### src/rtl/core/drti_pkg.sv
// ----------------------------------------------------------------------------
// drti_pkg
// Shared constants and types for the binary64 round-to-integral core.
// ----------------------------------------------------------------------------
`timescale 1ns / 1ps
package drti_pkg;

  localparam int unsigned DataW = 64;

  localparam logic [63:0] FracMask = 64'h000F_FFFF_FFFF_FFFF;
  localparam logic [63:0] HalfBit  = 64'h0008_0000_0000_0000;
  localparam logic [63:0] CanonNan = 64'h7FF8_0000_0000_0000;
  localparam logic [63:0] SignBit  = 64'h8000_0000_0000_0000;
  localparam logic [63:0] OneBits  = 64'h3FF0_0000_0000_0000;
  localparam logic [10:0] ExpBias  = 11'd1023;
  localparam logic [10:0] ExpMax   = 11'h7FF;

  typedef enum logic [1:0] {
    ModeFloor = 2'd0,
    ModeCeil  = 2'd1,
    ModeTrunc = 2'd2,
    ModeRound = 2'd3
  } mode_e;

endpackage

### src/rtl/core/double_round_to_integral_core.sv
// ----------------------------------------------------------------------------
// double_round_to_integral_core
// Rounds a binary64 value to an integral value: floor, ceil, trunc, round.
// ----------------------------------------------------------------------------
// One beat in, one beat out. The operand is captured in an input register,
// rounded by a single pass of mask, compare and 64-bit increment logic, and
// the result held in an output register; a taken beat passes through both
// registers in turn. One beat can be taken every cycle while the output side
// keeps taking results. NaN inputs give the canonical quiet NaN.
`timescale 1ns / 1ps
module double_round_to_integral_core (
  input  logic                     clk_i,
  input  logic                     rst_ni,
  input  logic                     in_valid_i,
  output logic                     in_ready_o,
  input  logic [1:0]               action_i,
  input  logic [drti_pkg::DataW-1:0] value_i,
  output logic                     out_valid_o,
  input  logic                     out_ready_i,
  output logic [drti_pkg::DataW-1:0] result_o
);
  import drti_pkg::*;

  logic              s1_valid_q;
  logic [1:0]        s1_mode_q;
  logic [DataW-1:0]  s1_value_q;
  logic              out_valid_q;
  logic [DataW-1:0]  out_data_q;
  logic [DataW-1:0]  res_d;
  logic              s1_adv;
  logic              out_free;

  // Advance when the next stage has room
  assign out_free   = !out_valid_q || out_ready_i;
  assign s1_adv     = s1_valid_q && out_free;
  assign in_ready_o = !s1_valid_q || out_free;

  // Input register
  always_ff @(posedge clk_i or negedge rst_ni) begin
    if (!rst_ni) begin
      s1_valid_q <= 1'b0;
    end else if (in_ready_o) begin
      s1_valid_q <= in_valid_i;
    end
  end

  always_ff @(posedge clk_i) begin
    if (in_ready_o && in_valid_i) begin
      s1_mode_q  <= action_i;
      s1_value_q <= value_i;
    end
  end

  // Round in one pass
  logic [10:0]      exp_raw;
  logic [10:0]      e_ub;
  logic [5:0]       e_sh;
  logic [DataW-1:0] fmask;
  logic [DataW-1:0] half;
  logic [DataW-1:0] ulp;
  logic [DataW-1:0] sign;
  logic             neg;
  logic             up;
  mode_e            mode;

  always_comb begin
    exp_raw = s1_value_q[62:52];
    e_ub    = exp_raw - ExpBias;
    e_sh    = e_ub[5:0];
    sign    = s1_value_q & SignBit;
    neg     = s1_value_q[63];
    mode    = mode_e'(s1_mode_q);
    fmask   = FracMask >> e_sh;
    half    = HalfBit >> e_sh;
    ulp     = fmask + 64'd1;
    up      = 1'b0;
    res_d   = s1_value_q;
    if (s1_value_q[62:0] == 63'd0) begin
      res_d = s1_value_q;
    end else if (exp_raw == ExpMax) begin
      res_d = ((s1_value_q & FracMask) != '0) ? CanonNan : s1_value_q;
    end else if (exp_raw >= 11'd1075) begin
      res_d = s1_value_q;
    end else if (exp_raw < ExpBias) begin
      case (mode)
        ModeFloor: res_d = neg ? (SignBit | OneBits) : sign;
        ModeCeil:  res_d = neg ? SignBit : OneBits;
        ModeTrunc: res_d = sign;
        default:   res_d = (exp_raw == 11'd1022) ? (sign | OneBits) : sign;
      endcase
    end else if ((s1_value_q & fmask) == '0) begin
      res_d = s1_value_q;
    end else begin
      case (mode)
        ModeFloor: up = neg;
        ModeCeil:  up = !neg;
        ModeTrunc: up = 1'b0;
        default:   up = (s1_value_q & half) != '0;
      endcase
      res_d = (s1_value_q & ~fmask) + (up ? ulp : '0);
    end
  end

  // Result register
  always_ff @(posedge clk_i or negedge rst_ni) begin
    if (!rst_ni) begin
      out_valid_q <= 1'b0;
    end else if (out_free) begin
      out_valid_q <= s1_valid_q;
    end
  end

  always_ff @(posedge clk_i) begin
    if (s1_adv) begin
      out_data_q <= res_d;
    end
  end

  assign out_valid_o = out_valid_q;
  assign result_o    = out_data_q;

endmodule

### config.mk
export PLATFORM = sky130hd
export DESIGN_NAME = double_round_to_integral_core
export DESIGN_NICKNAME = d
export VERILOG_FILES = /design/src/rtl/core/drti_pkg.sv /design/src/rtl/core/double_round_to_integral_core.sv
export SDC_FILE = /design/constraint.sdc
export NUM_CORES = 1
export LEC_CHECK = 0
export BUFFER_PORTS_ARGS = -buffer_cell sky130_fd_sc_hd__buf_2
export CORE_MARGIN = 4
export CORE_UTILIZATION = 30
export CTS_BUF_LIST = sky130_fd_sc_hd__clkbuf_8
export DETAILED_ROUTE_END_ITERATION = 7
export HOLD_SLACK_MARGIN = 0.12
export SLEW_MARGIN = 5
export SYNTH_ARGS = -nofsm -noshare
export SYNTH_HDL_FRONTEND = slang
export SYNTH_SLANG_ARGS = --single-unit
### constraint.sdc
create_clock -name clk_i -period 10.31 [get_ports clk_i]
set_input_delay 0.5155 -clock clk_i [delete_from_list [all_inputs] [get_ports clk_i]]
set_output_delay 0.5155 -clock clk_i [all_outputs]
set_load 0.02 [all_outputs]
==> impl_metrics.ini <==
[outcome]
status = complete, no violations

[clock_network]
post-cts-setup-buffer-count = 0
clk_pin_slew_ps = 90
cts-buffers-inserted = 17
cts_tree = yes
clkLatencyLatePin_ps = 520
clkSinkCount = 132
cts_max_level = 4
cts-resized-gates = 0
cts_root_buffer = clkbuf_8
clock_path_buffers = 2
cts_hold_buf = 31

[grt]
grt_max_degree = 67
grt_pass1_wl_microns = 70800
grt_pass1_vias = 11400
gr-total-overflow = 0
grtUsageTotal_pct = 22.0
antenna_found_initial = 2

[run]
drv_cap = 0

[pwr]
leakage_nw = 5.12
ir_drop_mv = 0.0782
p_per_area_mw_per_mm2 = 127

[setup_path]
path_cells = inv_1 -> ha_1 -> and2_1 -> o21ai_0 -> a311o_1 -> o2111ai_1 -> nor4_1 -> a211oi_1 -> a311o_1 -> a31oi_4 -> buf_4 -> nor3_1 -> ha_1 -> a21oi_1 -> o21ai_0 -> a221oi_1 -> nor3_1 -> a2111oi_0 -> a31oi_1 -> nor4b_1 -> nor3_1 -> a221o_1
r2r-start = s1_value_q[54]
cp_slowest_stage_delay_ps = 1000
worst-endpoint-arrival_ps = 8520
cp_top_family = compound AO/OA/AOI/OAI gates
rrSetupSlack_ps = 2070
crit_path_top_delay_cell = a2111oi_0
r2r-end = result_o[51]
cp_num_buf_inv = 2
cp-start-kind = register
cp-end-kind = register
required_ps = 10590
cp_max_fo = 31
crit_top_cell = nor3_1
ff2ff_path_depth = 22
worstSetupPathType = register to register

[sta]
setup_viol = 0
min_period_ps = 8240
tns_ps = 0
rsz0062_at_grt = no
hold_viol = 0
setup_ws_ps = 2070
fmax_mhz = 121
skew_ps = 16.0
worstMarginPinSlew_ps = 1140
max_slew_margin_pct = 22.2
drv_slew = 0
finalCritPeriodShare_pct = 79.9

[place]
gp_congestion = 0.996
hpwl_microns = 34900
portBuffers = 135
dpl_worst_slack_ps = 2280

[cells_and_area]
multi_input_area_sq_mm = 0.00716
nNetsFinal = 1571
num-fill-cells = 4064
final_util_pct = 35.1
drive_gt1_share_pct = 15.3
layout.area.seq_sq_mm = 0.00395
syn_to_final_growth_pct = 14.8

[die]
dieArea_sq_mm = 0.0419
die_h_microns = 205
core_sq_mm = 0.0379
design.portCount = 136
die_w_microns = 205
start_util_pct = 30.6
row_count = 71

[synth]
yosysMostFrequentCell = edfxtp_1
muxShareOfSynthArea_pct = 0.722
synth-xor-area-share_pct = 6.07
synth_top_cell_area_share_pct = 33.6
ys_seq_elements = 132
synthTopCellsByCount = 130 x edfxtp_1, 123 x nand2_1, 117 x nor2_1, 108 x a21oi_1, 68 x o21ai_0
syn_area_per_cell_sq_um = 8.77
ys_seq_area_share_pct = 34.0
synthArstFlopShare_pct = 1.52
syn_inst = 1325
synth-main-ff-cell = edfxtp_1
synth_adder_area_share_pct = 7.17
yosysWarningCount = 0
syn-num-nets = 1461
synth_top_family_by_area = compound AO/OA/AOI/OAI gates
synthSimpleGateAreaFrac_pct = 21.2
synth_top_area_cell = edfxtp_1
synth_area_sq_mm = 0.0116
synth-edff-count = 130
ys_types = 91
synth_compound_area_share_pct = 26.2
ys_top_cells_by_area = edfxtp_1 34%, ha_1 7.0%, a21oi_1 4.7%, nand2_1 4.0%, xnor2_1 3.9%

[drt]
vias = 11600
wl_per_cell_microns = 23.7
route.detailed.drc = 0
drt-pass1-iter-count = 6
via_per_inst = 5.90
drt_iter0_markers = 1205
ant_nets = 0
drt-total-wl_microns = 46400

[min_path]
hold_end = s1_value_q[4]
hold_path.class = input port to register
min_path_cells = 1
min_from = value_i[4]
[where the power goes]
| group | total [mW] | switching [mW] | internal (mW) |
|---|---|---|---|
| Combinational | 0.564 | 0.370 | 0.193 |
| Clock | 0.437 | 0.227 | 0.210 |
| Sequential | 0.697 | 0.0492 | 0.647 |
| Total | 1.70 | 0.647 | 1.05 |
[stage by stage]
stage | total power [mW] | hold WS (ps) | area, sq um | cells
detailed placement | 1.25 | 301 | 12600 | 1896
global placement | 1.25 | 300 | 12600 | 1896
global route | 1.79 | 138 | 13300 | 1959
finish | 1.70 | 173 | 13300 | 1959
CTS | 1.71 | 121 | 13300 | 1958
floorplan | 1.07 | 220 | 11600 | 1325
[worst max path at each step]
stage                     slack, ps            to      startpoint  cells after the start
final                          2070  result_o[51]  s1_value_q[54]                     22
after global routing           1550  result_o[51]  s1_value_q[54]                     22
after CTS                      2250  result_o[51]  s1_value_q[54]                     22
after detailed placement       2280  result_o[51]  s1_value_q[54]                     22
after global placement         2440  result_o[51]  s1_value_q[54]                     22
after floorplan                4310  result_o[51]  s1_value_q[54]                     28
[sequential cells by signal, summed over array words and instances, names as in the netlist]
register / count
result_o: 64
out_valid_o: 1
mode: 2
s1_value_q: 64
s1_valid_q: 1
[routing by layer]
metal	vias up	share of wire (%)	track usage (%)	wire (microns)
li1	5287	-	-	-
met1	5643	44	30.4	20600
met2	542	45	34.6	21100
met3	89	7.5	4.45	3460
met4	0	2.8	7.11	1290
met5	-	0	0	0
[placed cells by master (no fill, tap or decap), drive strengths merged, types with 7 or more instances in the layout]
cell,n
a2111oi,8
a211oi,12
a21boi,16
a21o,25
a21oi,109
a22o,45
a31oi,15
a32oi,9
and2,21
and3,14
buf,147
clkbuf,17
clkinv,7
dlygate4sd3,31
edfxtp,130
ha,65
inv,35
nand2,124
nand2b,17
nand3,33
nand4,35
nor2,117
nor2b,21
nor3,35
nor4,35
o211ai,12
o21a,12
o21ai,70
o21bai,13
or3,8
xnor2,55
xor2,23
[layout make-up]
cell class	instances	share of cell area, %
clock buffer	17	1.76
antenna	1	0.0188
sequential	132	29.7
inverter	34	0.957
timing repair buffer	178	8.07
tap	511	4.80
multi-input combinational	1072	53.7
clock inverter	14	1.04
[worst register-to-register path, cell delays in order, from the launching register on]
cell and delay (ps):
edfxtp_1 810, inv_1 250, ha_1 750, and2_1 320
o21ai_0 170, a311o_1 210, o2111ai_1 150, nor4_1 380
a211oi_1 80, a311o_1 330, a31oi_4 620, buf_4 460
nor3_1 100, ha_1 370, a21oi_1 190, o21ai_0 170
a221oi_1 390, nor3_1 130, a2111oi_0 1000, a31oi_1 340
nor4b_1 340, nor3_1 100, a221o_1 350
[cell families (layout without fill, tap and decap cells)]
family	after synthesis	in the layout
simple gates	488	488
compound gates	432	432
flops	132	132
xor+xnor	78	78
fa+ha+maj	66	66
buf+inv	121	243
other cells	0	1
mux	8	8
Note: power is estimated with default switching activity, not from simulation.
